--- src/dpf_pkg.sv ---
// Shared types and constants for the distinct prime factor core.
// No dependencies; imported by dpf_div and distinct_prime_factors_core.
package dpf_pkg;

    localparam int unsigned NumberW    = 32;
    localparam int unsigned FactorW    = 32;
    localparam int unsigned MaxResults = 9;
    localparam int unsigned CountW     = 4;

    typedef logic [CountW-1:0] count_t;

    localparam count_t LastCount = count_t'(MaxResults - 1);

    typedef enum logic [2:0] {
        ST_IDLE,
        ST_DIV,
        ST_PUSH,
        ST_TAIL,
        ST_FINAL
    } dpf_state_t;

endpackage

--- src/distinct_prime_factors_core.sv ---
// Top level of the distinct prime factor core: trial division control and output stage.
// Depends on dpf_pkg and instantiates dpf_div.
//
//   Channel  Direction  Ports                                Content
//   s_       in         s_valid s_ready s_number             one number per item
//   m_       out        m_valid m_ready m_factor m_found     one prime per item,
//                       m_last                               ascending, last marks end
//
// Each trial divisor launches the bit-serial divider, which produces WIDTH quotient bits,
// and the control then acts on the quotient and remainder. The work for a number grows
// with the number of candidates tried plus repeated divisions by found primes; a prime
// near 2^WIDTH tries about 2^(WIDTH/2) / 2 odd candidates.
// Reset is synchronous and active low and clears all control state; no clearing pass.
// A stalled m_ channel holds the search at its next emitted prime; s_ready is high
// only while no number is in work, and the last result may still sit in the output
// register when the next number is taken.
module distinct_prime_factors_core
    import dpf_pkg::*;
#(
    parameter int unsigned WIDTH = 32
) (
    input  logic               aclk,
    input  logic               aresetn,
    input  logic               s_valid,
    output logic               s_ready,
    input  logic [NumberW-1:0] s_number,
    output logic               m_valid,
    input  logic               m_ready,
    output logic [FactorW-1:0] m_factor,
    output logic               m_found,
    output logic               m_last
);

    dpf_state_t state_reg, state_next;

    // Remaining cofactor and current trial divisor.
    logic [WIDTH-1:0] rest_reg, rest_next;
    logic [WIDTH-1:0] d_reg, d_next;

    // The most recently found prime waits here until we know whether another follows,
    // so that last can be attached to the right item.
    logic [WIDTH-1:0] hold_fac_reg, hold_fac_next;
    logic             hold_found_reg, hold_found_next;
    logic             hold_vld_reg, hold_vld_next;

    count_t           count_reg, count_next;
    logic             infac_reg, infac_next;
    logic             start_reg, start_next;

    logic               m_valid_reg, m_valid_next;
    logic [FactorW-1:0] m_factor_reg, m_factor_next;
    logic               m_found_reg, m_found_next;
    logic               m_last_reg, m_last_next;

    logic             div_done;
    logic [WIDTH-1:0] div_quo;
    logic [WIDTH-1:0] div_rem;

    logic [WIDTH-1:0] num_in;
    logic             num_small;
    logic             past_root;
    logic             rem_zero;
    logic [WIDTH-1:0] d_step;
    logic             out_free;
    logic             push_ok;
    logic             rest_big;

    dpf_div #(
        .WIDTH(WIDTH)
    ) u_div (
        .aclk      (aclk),
        .aresetn   (aresetn),
        .start     (start_reg),
        .dividend  (rest_reg),
        .divisor   (d_reg),
        .done      (div_done),
        .quotient  (div_quo),
        .remainder (div_rem)
    );

    assign num_in    = WIDTH'(s_number);
    assign num_small = num_in < WIDTH'(2);
    // The search stops once the divisor exceeds rest / divisor.
    assign past_root = d_reg > div_quo;
    assign rem_zero  = div_rem == '0;
    // Candidates are 2 and then the odd numbers from 3 upward.
    assign d_step    = d_reg + ((d_reg == WIDTH'(2)) ? WIDTH'(1) : WIDTH'(2));
    assign out_free  = ~m_valid_reg | m_ready;
    assign push_ok   = ~hold_vld_reg | out_free;
    assign rest_big  = rest_reg > WIDTH'(1);

    // Next state.
    always_comb begin
        state_next = state_reg;
        case (state_reg)
            ST_IDLE: begin
                if (s_valid) begin
                    state_next = num_small ? ST_FINAL : ST_DIV;
                end
            end
            ST_DIV: begin
                if (div_done && !infac_reg) begin
                    if (past_root) begin
                        state_next = ST_TAIL;
                    end else if (rem_zero) begin
                        state_next = ST_PUSH;
                    end
                end
            end
            ST_PUSH: begin
                if (push_ok) begin
                    state_next = (count_reg == LastCount) ? ST_FINAL : ST_DIV;
                end
            end
            ST_TAIL: begin
                if (!rest_big || push_ok) begin
                    state_next = ST_FINAL;
                end
            end
            ST_FINAL: begin
                if (out_free) begin
                    state_next = ST_IDLE;
                end
            end
            default: begin
                state_next = ST_IDLE;
            end
        endcase
    end

    // Datapath and output register updates.
    always_comb begin
        rest_next       = rest_reg;
        d_next          = d_reg;
        hold_fac_next   = hold_fac_reg;
        hold_found_next = hold_found_reg;
        hold_vld_next   = hold_vld_reg;
        count_next      = count_reg;
        infac_next      = infac_reg;
        start_next      = 1'b0;
        m_valid_next    = m_valid_reg & ~m_ready;
        m_factor_next   = m_factor_reg;
        m_found_next    = m_found_reg;
        m_last_next     = m_last_reg;

        case (state_reg)
            ST_IDLE: begin
                if (s_valid) begin
                    rest_next  = num_in;
                    d_next     = WIDTH'(2);
                    count_next = '0;
                    infac_next = 1'b0;
                    if (num_small) begin
                        // Zero and one give a single item with no prime.
                        hold_fac_next   = '0;
                        hold_found_next = 1'b0;
                        hold_vld_next   = 1'b1;
                    end else begin
                        hold_vld_next = 1'b0;
                        start_next    = 1'b1;
                    end
                end
            end
            ST_DIV: begin
                if (div_done) begin
                    if (infac_reg) begin
                        // Keep dividing out the prime just found.
                        if (rem_zero) begin
                            rest_next  = div_quo;
                        end else begin
                            d_next     = d_step;
                            infac_next = 1'b0;
                        end
                        start_next = 1'b1;
                    end else if (!past_root) begin
                        if (rem_zero) begin
                            rest_next = div_quo;
                        end else begin
                            d_next     = d_step;
                            start_next = 1'b1;
                        end
                    end
                end
            end
            ST_PUSH: begin
                if (push_ok) begin
                    if (hold_vld_reg) begin
                        m_valid_next  = 1'b1;
                        m_factor_next = FactorW'(hold_fac_reg);
                        m_found_next  = hold_found_reg;
                        m_last_next   = 1'b0;
                    end
                    hold_fac_next   = d_reg;
                    hold_found_next = 1'b1;
                    hold_vld_next   = 1'b1;
                    count_next      = count_reg + count_t'(1);
                    if (count_reg != LastCount) begin
                        infac_next = 1'b1;
                        start_next = 1'b1;
                    end
                end
            end
            ST_TAIL: begin
                // What remains above one after the search is itself prime.
                if (rest_big && push_ok) begin
                    if (hold_vld_reg) begin
                        m_valid_next  = 1'b1;
                        m_factor_next = FactorW'(hold_fac_reg);
                        m_found_next  = hold_found_reg;
                        m_last_next   = 1'b0;
                    end
                    hold_fac_next   = rest_reg;
                    hold_found_next = 1'b1;
                    hold_vld_next   = 1'b1;
                    count_next      = count_reg + count_t'(1);
                end
            end
            ST_FINAL: begin
                if (out_free) begin
                    m_valid_next  = 1'b1;
                    m_factor_next = FactorW'(hold_fac_reg);
                    m_found_next  = hold_found_reg;
                    m_last_next   = 1'b1;
                    hold_vld_next = 1'b0;
                end
            end
            default: begin
                hold_vld_next = 1'b0;
            end
        endcase
    end

    always_ff @(posedge aclk) begin
        if (!aresetn) begin
            state_reg    <= ST_IDLE;
            hold_vld_reg <= 1'b0;
            count_reg    <= '0;
            infac_reg    <= 1'b0;
            start_reg    <= 1'b0;
            m_valid_reg  <= 1'b0;
        end else begin
            state_reg    <= state_next;
            hold_vld_reg <= hold_vld_next;
            count_reg    <= count_next;
            infac_reg    <= infac_next;
            start_reg    <= start_next;
            m_valid_reg  <= m_valid_next;
        end
    end

    always_ff @(posedge aclk) begin
        rest_reg       <= rest_next;
        d_reg          <= d_next;
        hold_fac_reg   <= hold_fac_next;
        hold_found_reg <= hold_found_next;
        m_factor_reg   <= m_factor_next;
        m_found_reg    <= m_found_next;
        m_last_reg     <= m_last_next;
    end

    assign s_ready  = state_reg == ST_IDLE;
    assign m_valid  = m_valid_reg;
    assign m_factor = m_factor_reg;
    assign m_found  = m_found_reg;
    assign m_last   = m_last_reg;

    // An item without a prime is always the only, and therefore last, item.
    a_nofound_last: assert property (@(posedge aclk) disable iff (!aresetn)
        m_valid && !m_found |-> m_last)
        else $error("item without a prime is not marked last");

    // No pending prime may be left over when a new number is taken.
    a_idle_empty: assert property (@(posedge aclk) disable iff (!aresetn)
        s_ready |-> !hold_vld_reg)
        else $error("pending prime left over in idle");

    // The number of primes found never exceeds the result limit.
    a_count_max: assert property (@(posedge aclk) disable iff (!aresetn)
        count_reg <= count_t'(MaxResults))
        else $error("prime count beyond limit");

    // The divider finishes only while the control waits on it.
    a_div_owner: assert property (@(posedge aclk) disable iff (!aresetn)
        div_done |-> state_reg == ST_DIV)
        else $error("divider finished outside the division state");

endmodule

--- src/dpf_div.sv ---
// Bit-serial restoring divider, one quotient bit per clock.
// Imports dpf_pkg but uses none of its contents; used by distinct_prime_factors_core.
module dpf_div
    import dpf_pkg::*;
#(
    parameter int unsigned WIDTH = 32
) (
    input  logic             aclk,
    input  logic             aresetn,
    input  logic             start,
    input  logic [WIDTH-1:0] dividend,
    input  logic [WIDTH-1:0] divisor,
    output logic             done,
    output logic [WIDTH-1:0] quotient,
    output logic [WIDTH-1:0] remainder
);

    localparam int unsigned CntW = (WIDTH > 2) ? $clog2(WIDTH) : 1;

    logic             busy_reg;
    logic             done_reg;
    logic [CntW-1:0]  cnt_reg;
    logic [WIDTH-1:0] part_reg;
    logic [WIDTH-1:0] quo_reg;
    logic [WIDTH-1:0] dvs_reg;
    logic [WIDTH:0]   trial;
    logic             take;

    // Shift the next dividend bit into the partial remainder and try a subtract.
    assign trial = {part_reg, quo_reg[WIDTH-1]} - {1'b0, dvs_reg};
    assign take  = ~trial[WIDTH];

    always_ff @(posedge aclk) begin
        if (!aresetn) begin
            busy_reg <= 1'b0;
            done_reg <= 1'b0;
            cnt_reg  <= '0;
        end else begin
            done_reg <= 1'b0;
            if (start) begin
                busy_reg <= 1'b1;
                cnt_reg  <= CntW'(WIDTH - 1);
            end else if (busy_reg) begin
                if (cnt_reg == '0) begin
                    busy_reg <= 1'b0;
                    done_reg <= 1'b1;
                end else begin
                    cnt_reg <= cnt_reg - CntW'(1);
                end
            end
        end
    end

    always_ff @(posedge aclk) begin
        if (start) begin
            part_reg <= '0;
            quo_reg  <= dividend;
            dvs_reg  <= divisor;
        end else if (busy_reg) begin
            part_reg <= take ? trial[WIDTH-1:0] : {part_reg[WIDTH-2:0], quo_reg[WIDTH-1]};
            quo_reg  <= {quo_reg[WIDTH-2:0], take};
        end
    end

    assign done      = done_reg;
    assign quotient  = quo_reg;
    assign remainder = part_reg;

endmodule
--- config.mk ---
export PLATFORM = sky130hd
export DESIGN_NAME = distinct_prime_factors_core
export DESIGN_NICKNAME = d
export VERILOG_FILES = /design/src/dpf_pkg.sv /design/src/distinct_prime_factors_core.sv /design/src/dpf_div.sv
export SDC_FILE = /design/constraint.sdc
export NUM_CORES = 1
export LEC_CHECK = 0
export ABC_AREA = 1
export BUFFER_PORTS_ARGS = -buffer_cell sky130_fd_sc_hd__buf_2
export CELL_PAD_IN_SITES_DETAIL_PLACEMENT = 0
export CELL_PAD_IN_SITES_GLOBAL_PLACEMENT = 2
export CORE_MARGIN = 2
export CORE_UTILIZATION = 34
export DETAILED_ROUTE_END_ITERATION = 6
export GPL_TIMING_DRIVEN = 0
export PLACE_DENSITY = 0.81
export SLEW_MARGIN = 20
export SYNTH_ARGS = -nofsm -noshare
export SYNTH_HDL_FRONTEND = slang
export SYNTH_SLANG_ARGS = --single-unit
--- constraint.sdc ---
create_clock -name aclk -period 4.4 [get_ports aclk]
set_clock_uncertainty 0.05 [all_clocks]
set_input_delay 0.44 -clock aclk [delete_from_list [all_inputs] [get_ports aclk]]
set_output_delay 0.44 -clock aclk [all_outputs]
set_load 0.005 [all_outputs]
==> results of run 1 <==
[metal layers]
layer | track usage (%) | part of all wire (%) | vias up | routed length, µm
met3 | 3.53 | 6.4 | 58 | 2890
li1 | - | - | 5816 | -
met4 | 4.54 | 1.8 | 0 | 834
met5 | 0 | 0 | - | 0
met2 | 33.2 | 44 | 325 | 19800
met1 | 30.9 | 48 | 5641 | 21700
[cell type report]
type / count / share of cell area, %
tap: 532 / 4.18
multi-input combinational: 1157 / 37.7
timing repair buffer: 77 / 2.54
clock buffer: 31 / 4.47
buffer: 48 / 1.45
inverter: 222 / 5.23
clock inverter: 19 / 1.36
sequential: 245 / 43.0
[kinds of logic (layout without fill, tap and decap cells)]
group,Yosys count,count (layout)
flip-flops,245,245
AND/OR/NAND/NOR,773,773
AO/OA/AOI/OAI,270,270
XOR/XNOR,42,42
buffers and inverters,270,397
adder cells (fa/ha/maj),72,72
[worst max-delay path, stage by stage, from the launching register on]
cell and delay (ns):
edfxtp_1 0.55, ha_1 0.37, nand2_1 0.07, inv_1 0.05, nand2_1 0.06, nand2_1 0.05
nand2_1 0.07, nand3_1 0.09, a21oi_1 0.42, nand2_1 0.20, nand3_1 0.12, a21oi_1 0.08
nor3_2 0.64, buf_6 0.26, buf_4 0.20, buf_4 0.21
[final timing paths]
check	startpoint	end	slack, ns	cells after the start
max	d_reg[19]	rest_reg[28]	0.61	15
max reg2reg	d_reg[19]	rest_reg[28]	0.61	15
min reg2reg	hold_fac_reg[21]	m_factor[21]	0.37	0
min	aresetn	count_reg[0]	0.09	3
[synthesized netlist by cell type, types with 8 or more instances]
cell type,number,area (µm²)
a21oi_1,102,510
buf_2,8,40.0
clkbuf_1,31,116
dfxtp_1,50,1000
edfxtp_1,195,5860
ha_1,70,876
inv_1,218,818
nand2_1,471,1770
nand3_1,70,350
nand3b_1,10,75.1
nand4_1,31,194
nor2_1,117,439
nor3_1,30,150
nor4_1,28,175
o21a_1,8,60.1
o21ai_0,126,631
xnor2_1,15,131
xor2_1,27,236
[power breakdown]
part	leakage [nW]	internal [mW]	switching, mW
Clock	0.436	1.40	0.992
Combinational	3.97	0.951	2.42
Sequential	2.27	3.57	0.731
[per-stage QoR]
stage / utilization (%) / setup WS (ns) / std cells
floorplan: - / 0.209 / 1672
global placement: 36.8 / -1.89 / 2275
detailed placement: 36.9 / 0.717 / 2281
CTS: 39.2 / 0.704 / 2331
global route: 39.2 / 0.443 / 2331
finish: 39.2 / 0.606 / 2331
==> out/qor.yml, run 1 <==
synth:
  async_flop_share_pct: 0
  synth_mux_area_share_pct: 0
  synth_compound_area_share_pct: 10.4
  synthFlopType: "edfxtp_1"
  synth.avg_cell_area_um2: 8.33
  ys_seq_elements: 245
  synth_cell_type_count: 43
  postSynthCellCount: 1672
  ys_warn_count: 0
  syn_nets: 1780
  synth_edf_count: 195
  ys_seq_area_share_pct: 49.2
  syn_area_um2: 13900
  synthAdderAreaFrac_pct: 6.58
  synth_xor_area_share_pct: 2.64
  synthSimpleGateAreaFrac_pct: 23.5
  synth_top_family_by_area: "simple AND/OR/NAND/NOR gates"
detailed_routing:
  ant_nets: 0
  drt_iter0_drc: 968
  wire_per_inst_um: 19.4
  first_pass_iters: 5
  drc: 0
  vias: 11800
  vias_per_cell: 5.08
  wl_mm: 45.2
grt:
  grt_use_total_pct: 21.3
  antenna_found_initial: 0
  grt_overflow_total: 0
  grt_max_degree: 34
  grt_pass1_vias: 11500
  grt_pass1_wl_mm: 68.3
die:
  initial_core_util_pct: 34.3
  die_area_um2: 42600
  die_x_um: 206
  die_h_um: 206
  num_rows: 74
  pin_count: 72
  coreArea_um2: 40600
timing:
  fin_setup_tns_ns: 0
  period_needed_ns: 3.79
  finalHoldViolations: 0
  fmax_mhz: 264
  fin_crit_sh_pct: 86.2
  finalSetupViolCount: 0
  worstMarginPinSlew_ns: 0.841
  rsz0062_at_grt: "no"
  relSlewSlack_pct: 43.9
  drv_slew: 0
  hold_ws_ns: 0.0874
finish:
  final_nets: 1887
  multiInputGateArea_um2: 6010
  area_delta_synth_final_pct: 14.4
  fillers: 4179
  mostFrequentLayoutCells: "471 x nand2_1, 215 x inv_1, 195 x edfxtp_1"
  antennaDiodeCount: 0
  final_common_cell: "nand2_1"
  finish.instance_area_um2: 15900
  drive_above_1_share_pct: 8.84
  seq_area_um2: 6860
clocking:
  cts_setup_buffers: 0
  postCtsHoldBufs: 0
  path_clk_slew_ns: 0.07
  clk_path_buf_depth: 3
  clockRootBuffer: "clkbuf_16"
  ctsResizeCount: 0
  cts_sinks: 245
  cts_buffers: 28
  clk_latency_ns: 0.57
  cts_tree: "done"
  cts.htree.levels: 1
power:
  power.density_nw_per_um2: 631
  total_power_mw: 10.1
  p_leak_nw: 6.67
  peakVddDrop_mv: 0.281
worst_setup_path:
  critPathCaptureType: "flip-flop"
  critPathKind: "flip-flop to flip-flop"
  required_ns: 4.62
  crit_path_max_fanout: 10
  worstPathArrival_ns: 4.02
  cp-start-kind: "flip-flop"
job:
  maxCapViolations: 0
place:
  dpl.hpwl_mm: 35.2
  gp_congestion: 0.882
  placed_cell_area_um2: 15000
  io_buffers: 71
status:
  status: "completed"
hold_path:
  min_path_type: "input port to flip-flop"
Power figures use the tool's default switching activity.
==> inputs of run 2 (changes only) <==
==> constraint.sdc (replaced) <==
create_clock -name aclk -period 4.4 [get_ports aclk]
set_clock_uncertainty 0.05 [all_clocks]
set_input_delay 0.22 -clock aclk [delete_from_list [all_inputs] [get_ports aclk]]
set_output_delay 0.22 -clock aclk [all_outputs]
set_load 0.005 [all_outputs]
==> run 2 against run 1 <==
Sequential power about the same. Clock-buffer cell count stayed put. Critical path depth decreased by 2. Sequential share of layout area decreased by 0.85 points. Design area up 2.0%. Total power increased by 0.25%. Register-to-register slack improved by 0.07 ns.
==> out/qor.yml, run 2 (synthesis gave the netlist of run 1 again) <==
timing:
  fin_crit_sh_pct: 84.7  # -1.6 points
  finalSetupViolCount: 0  # unchanged
  worstMarginPinSlew_ns: 0.841  # -0.000526 ns
  finalHoldViolations: 0  # unchanged
  rsz0062_at_grt: "no"
  period_needed_ns: 3.73  # -0.0688 ns
  drv_slew: 0  # unchanged
  relSlewSlack_pct: 43.9  # about the same
  fmax_mhz: 268  # +1.8%
  hold_ws_ns: 0.0611  # -0.0263 ns
worst_setup_path:
  worstPathArrival_ns: 3.95  # -0.07 ns
  crit_path_max_fanout: 10  # unchanged
  reg2reg_setup_slack_ns: 0.67  # +0.07 ns
  cp-start-kind: "flip-flop"
  required_ns: 4.62  # about the same
  critPathKind: "flip-flop to flip-flop"
  critPathCaptureType: "flip-flop"
  r2r_cells: 13  # -2
die:
  num_rows: 74  # unchanged
  initial_core_util_pct: 34.3  # unchanged
  pin_count: 72  # unchanged
  die_area_um2: 42600  # unchanged
  die_x_um: 206  # unchanged
  die_h_um: 206  # unchanged
  coreArea_um2: 40600  # unchanged
power:
  peakVddDrop_mv: 0.282  # +0.61%
  power.density_nw_per_um2: 621  # -1.7%
  total_power_mw: 10.1  # +0.25%
  p_leak_nw: 6.80  # +2.0%
place:
  placed_cell_area_um2: 15000  # unchanged
  dpl.hpwl_mm: 35.2  # unchanged
  gp_congestion: 0.882  # unchanged
  io_buffers: 71  # unchanged
  placed_cells: 2281  # unchanged
job:
  maxCapViolations: 0  # unchanged
detailed_routing:
  wire_per_inst_um: 19.2  # -0.83%
  vias: 12000  # +1.1%
  drc: 0  # unchanged
  ant_nets: 0  # unchanged
  vias_per_cell: 5.06  # -0.30%
  wl_mm: 45.4  # +0.53%
  first_pass_iters: 5  # unchanged
  drt_iter0_drc: 857  # -11%
clocking:
  cts_buffers: 28  # unchanged
  cts.htree.levels: 1  # unchanged
  clockRootBuffer: "clkbuf_16"
  clk_path_buf_depth: 3  # unchanged
  clk_latency_ns: 0.57  # about the same
  path_clk_slew_ns: 0.06  # about the same
  cts_tree: "done"
  cts_sinks: 245  # unchanged
grt:
  grt_pass1_wl_mm: 68.6  # +0.53%
  grt_use_total_pct: 21.4  # +0.094 points
  grt_max_degree: 34  # unchanged
  grt_pass1_vias: 11600  # +0.91%
  antenna_found_initial: 0  # unchanged
  grt_overflow_total: 0  # unchanged
hold_path:
  holdPathStages: 3  # unchanged
  min_path_type: "input port to flip-flop"
finish:
  final_common_cell: "nand2_1"
  fin_cells: 2363  # +1.4%
  mostFrequentLayoutCells: "471 x nand2_1, 215 x inv_1, 195 x edfxtp_1"
  drive_above_1_share_pct: 8.68  # -0.15 points
  antennaDiodeCount: 0  # unchanged
  final_nets: 1919  # +1.7%
  finish.instance_area_um2: 16300  # +2.0%
  area_delta_synth_final_pct: 16.7
status:
  status: "completed"
==> run 2: cell types whose count changed in the layout (fill, tap and decap cells not counted), sizes merged <==
cell         change
dlygate4sd3     +32
==> run 2: area by class of cell <==
class                           instances  area (µm²)
Sequential cell                       245        6860
Inverter                              222         833
Timing Repair Buffer                  109         724
Clock buffer                           31         712
Fill cell                            4147       24400
Clock inverter                         19         216
Multi-Input combinational cell       1157        6010
Buffer                                 48         231
Tap cell                              532         666
==> run 2: where the power goes <==
group	internal [mW]	switching, mW
clock	1.40	0.991
combinational	0.970	2.43
sequential	3.57	0.732
==> run 2: path summary, 6_finish.rpt <==
path / start / endpoint
max: d_reg[25] / rest_reg[28]
min: s_number[9] / rest_reg[9]
max reg2reg: d_reg[25] / rest_reg[28]
min reg2reg: hold_fac_reg[12] / m_factor[12]
==> run 2: repair_timing <==
item                                    4_1_cts  5_1_grt
setup buffers                                 0        0
endpoints found under the setup margin        0        0
hold endpoints to repair                     33        0
resized for setup                             0        0
hold buffers                                 32        0
==> run 2: metrics by stage <==
step / setup TNS, ns / setup slack [ns] / utilization, %
6_report: 0 / 0.675 / 40.0
2_1_floorplan: 0 / 0.209 / -
3_3_place_gp: -95.02 / -1.89 / 36.8
3_5_place_dp: 0 / 0.717 / 36.9
5_1_grt: 0 / 0.443 / 40.0
4_1_cts: 0 / 0.704 / 40.0
==> run 2: layer usage <==
layer | up-vias | wire (µm) | GRT usage [%]
met5 | - | 0 | 0
met4 | 0 | 792 | 4.54
met3 | 53 | 2810 | 3.53
met2 | 323 | 20000 | 33.5
met1 | 5711 | 21800 | 30.9
li1 | 5880 | - | -
==> run 2: worst max-delay path, cell delays in order, from the launching register on <==
cell,delay [ns]
edfxtp_1,0.60
ha_1,0.40
a21oi_1,0.12
o21ai_0,0.09
nand2_1,0.07
nand2_1,0.05
a21oi_1,0.36
nand2_1,0.18
nand3_1,0.12
a21oi_1,0.08
nor3_2,0.63
buf_6,0.25
buf_4,0.20
buf_4,0.21
==> inputs of run 3 (changes only) <==
--- a/config.mk
+++ b/config.mk
@@ -10,10 +10,10 @@
 export CELL_PAD_IN_SITES_DETAIL_PLACEMENT = 0
 export CELL_PAD_IN_SITES_GLOBAL_PLACEMENT = 2
 export CORE_MARGIN = 2
-export CORE_UTILIZATION = 34
+export CORE_UTILIZATION = 38
 export DETAILED_ROUTE_END_ITERATION = 6
 export GPL_TIMING_DRIVEN = 0
-export PLACE_DENSITY = 0.81
+export PLACE_DENSITY = 0.85
 export SLEW_MARGIN = 20
 export SYNTH_ARGS = -nofsm -noshare
 export SYNTH_HDL_FRONTEND = slang
==> constraint.sdc (replaced) <==
create_clock -name aclk -period 3.73 [get_ports aclk]
set_clock_uncertainty 0.05 [all_clocks]
set_input_delay 0.1865 -clock aclk [delete_from_list [all_inputs] [get_ports aclk]]
set_output_delay 0.1865 -clock aclk [all_outputs]
set_load 0.005 [all_outputs]
==> run 3 against run 2 <==
Sequential cell count is the same. Clock-buffer cell count grew 8. Worst setup slack got worse by 0.50 ns. Sequential share of layout area is essentially flat. Maximum frequency up 4.8%. Core utilization is 4.7 points higher. Design area barely moved. Clock power increased by 19%. Sequential power rose by 20%. Non-clock buffer count shrank 1. Highest routed layer is now met5. Register-to-register slack got worse by 0.50 ns.
==> out/qor.yml, run 3 (synthesis gave the netlist of run 1 again) <==
worst_setup_path:
  cp-start-kind: "flip-flop"
  critPathCaptureType: "flip-flop"
  crit_path_max_fanout: 7  # -3
  worstPathArrival_ns: 3.80  # -0.15 ns
  critPathKind: "flip-flop to flip-flop"
  required_ns: 3.98  # -0.64 ns
place:
  io_buffers: 71  # unchanged
  post-place-ws_ns: 0.250  # -0.467 ns
  dpl.hpwl_mm: 35.3  # +0.45%
  placed_cells: 2214  # -2.9%
  gp_congestion: 0.935  # +6.1%
grt:
  grt_pass1_vias: 11700  # +1.2%
  antenna_found_initial: 1  # +1
  grt_use_total_pct: 24.0  # +2.6 points
  grt_max_degree: 34  # unchanged
  grt_overflow_total: 0  # unchanged
  grt_pass1_wl_mm: 69.4  # +1.2%
detailed_routing:
  drc: 0  # unchanged
  first_pass_iters: 5  # unchanged
  ant_nets: 0  # unchanged
  vias_per_cell: 5.26  # +3.9%
  wire_per_inst_um: 19.9  # +3.8%
  wl_mm: 45.9  # +1.0%
  drt_iter0_drc: 1080  # +26%
  vias: 12100  # +1.2%
die:
  pin_count: 72  # unchanged
  num_rows: 70  # -5.4%
  die_area_um2: 38200  # -10%
  die_h_um: 195  # -5.3%
  initial_core_util_pct: 38.3  # +4.1 points
  coreArea_um2: 36300  # -11%
  die_x_um: 195  # -5.3%
power:
  power.density_nw_per_um2: 741  # +19%
  peakVddDrop_mv: 0.399  # +41%
  p_leak_nw: 6.84  # +0.55%
finish:
  antennaDiodeCount: 0  # unchanged
  drive_above_1_share_pct: 8.68  # about the same
  final_common_cell: "nand2_1"
  area_delta_synth_final_pct: 16.7  # about the same
  final_nets: 1918  # -0.052%
  fin_cells: 2300  # -2.7%
  fillers: 3669  # -12%
  mostFrequentLayoutCells: "471 x nand2_1, 215 x inv_1, 195 x edfxtp_1"
hold_path:
  min_path_type: "input port to flip-flop"
clocking:
  cts_tree: "done"
  cts_setup_buffers: 0  # unchanged
  cts_buffers: 28  # unchanged
  path_clk_slew_ns: 0.06  # about the same
  clk_path_buf_depth: 3  # unchanged
  cts_sinks: 245  # unchanged
  clockRootBuffer: "clkbuf_16"
  cts.htree.levels: 1  # unchanged
  clk_latency_ns: 0.59  # +0.02 ns
timing:
  fin_crit_sh_pct: 95.3  # +11 points
  fmax_mhz: 281  # +4.8%
  fin_setup_tns_ns: 0  # unchanged
  finalHoldViolations: 0  # unchanged
  relSlewSlack_pct: 41.0  # -2.9 points
  worstMarginPinSlew_ns: 0.882  # +0.0409 ns
  period_needed_ns: 3.56  # -0.170 ns
  drv_slew: 0  # unchanged
  finalWorstSetupSlack_ns: 0.174  # -0.500 ns
  finalSetupViolCount: 0  # unchanged
  rsz0062_at_grt: "no"
job:
  maxCapViolations: 0  # unchanged
status:
  status: "completed"
## run 3: power breakdown
group	switching, mW	internal (mW)
Clock	1.16	1.68
Sequential	0.928	4.21
Combinational	2.90	1.18
Total	4.99	7.06
## run 3: layout make-up
| class | count | area (µm²) | share of cell area (%) |
|---|---|---|---|
| Tap cell | 468 | 586 | 3.60 |
| Sequential cell | 245 | 6860 | 42.2 |
| Timing Repair Buffer | 108 | 766 | 4.71 |
| Buffer | 48 | 231 | 1.42 |
| Inverter | 222 | 833 | 5.13 |
| Clock buffer | 39 | 782 | 4.81 |
| Clock inverter | 13 | 169 | 1.04 |
| Multi-Input combinational cell | 1157 | 6030 | 37.1 |
## run 3: final timing paths
check              startpoint            to  slack [ns]  cells after the start
max reg2reg         d_reg[24]     d_reg[24]        0.17                     13
max                 d_reg[24]     d_reg[24]        0.17                     13
min                   s_valid     start_reg        0.04                      4
min reg2reg  hold_fac_reg[26]  m_factor[26]        0.37                      0
## run 3: per-stage QoR
stage / utilization, % / total power [mW] / hold WS (ns) / cell area (µm²)
after floorplan: - / 7.34 / 0.261 / 13900
after global placement: 40.9 / 9.02 / 0.354 / 14900
after detailed placement: 41.2 / 9.15 / 0.355 / 15000
after CTS: 44.7 / 12.0 / 0.0520 / 16300
after global routing: 44.7 / 12.8 / 0.0708 / 16300
final: 44.7 / 12.0 / 0.0411 / 16300
## run 3: what timing repair did
| item | CTS | global route |
|---|---|---|
| resized for setup | 0 | 1 |
| hold endpoints to repair | 37 | 0 |
| hold buffers | 34 | 0 |
| setup endpoints to repair | 0 | 1 |
## run 3: layer usage
layer,vias to the layer above,part of all wire (%),wire (µm),track usage (%)
met5,-,0.18,82,1.66
met4,2,2.1,975,6.19
met3,72,8.3,3820,4.72
met2,447,44,20000,37.0
met1,5717,46,21000,34.4
li1,5870,-,-,-
## run 3: critical path, cell delays in order (launching register included)
cell and delay [ns]:
edfxtp_1 0.44, clkbuf_1 0.22, nor4_1 0.61, nand4_1 0.17, nor2_1 0.18, ha_1 0.24, fa_1 0.22, inv_1 0.09
nor2_1 0.16, nand2_1 0.16, nor4_2 0.45, xor2_1 0.12, nand2_1 0.08, a21oi_1 0.07
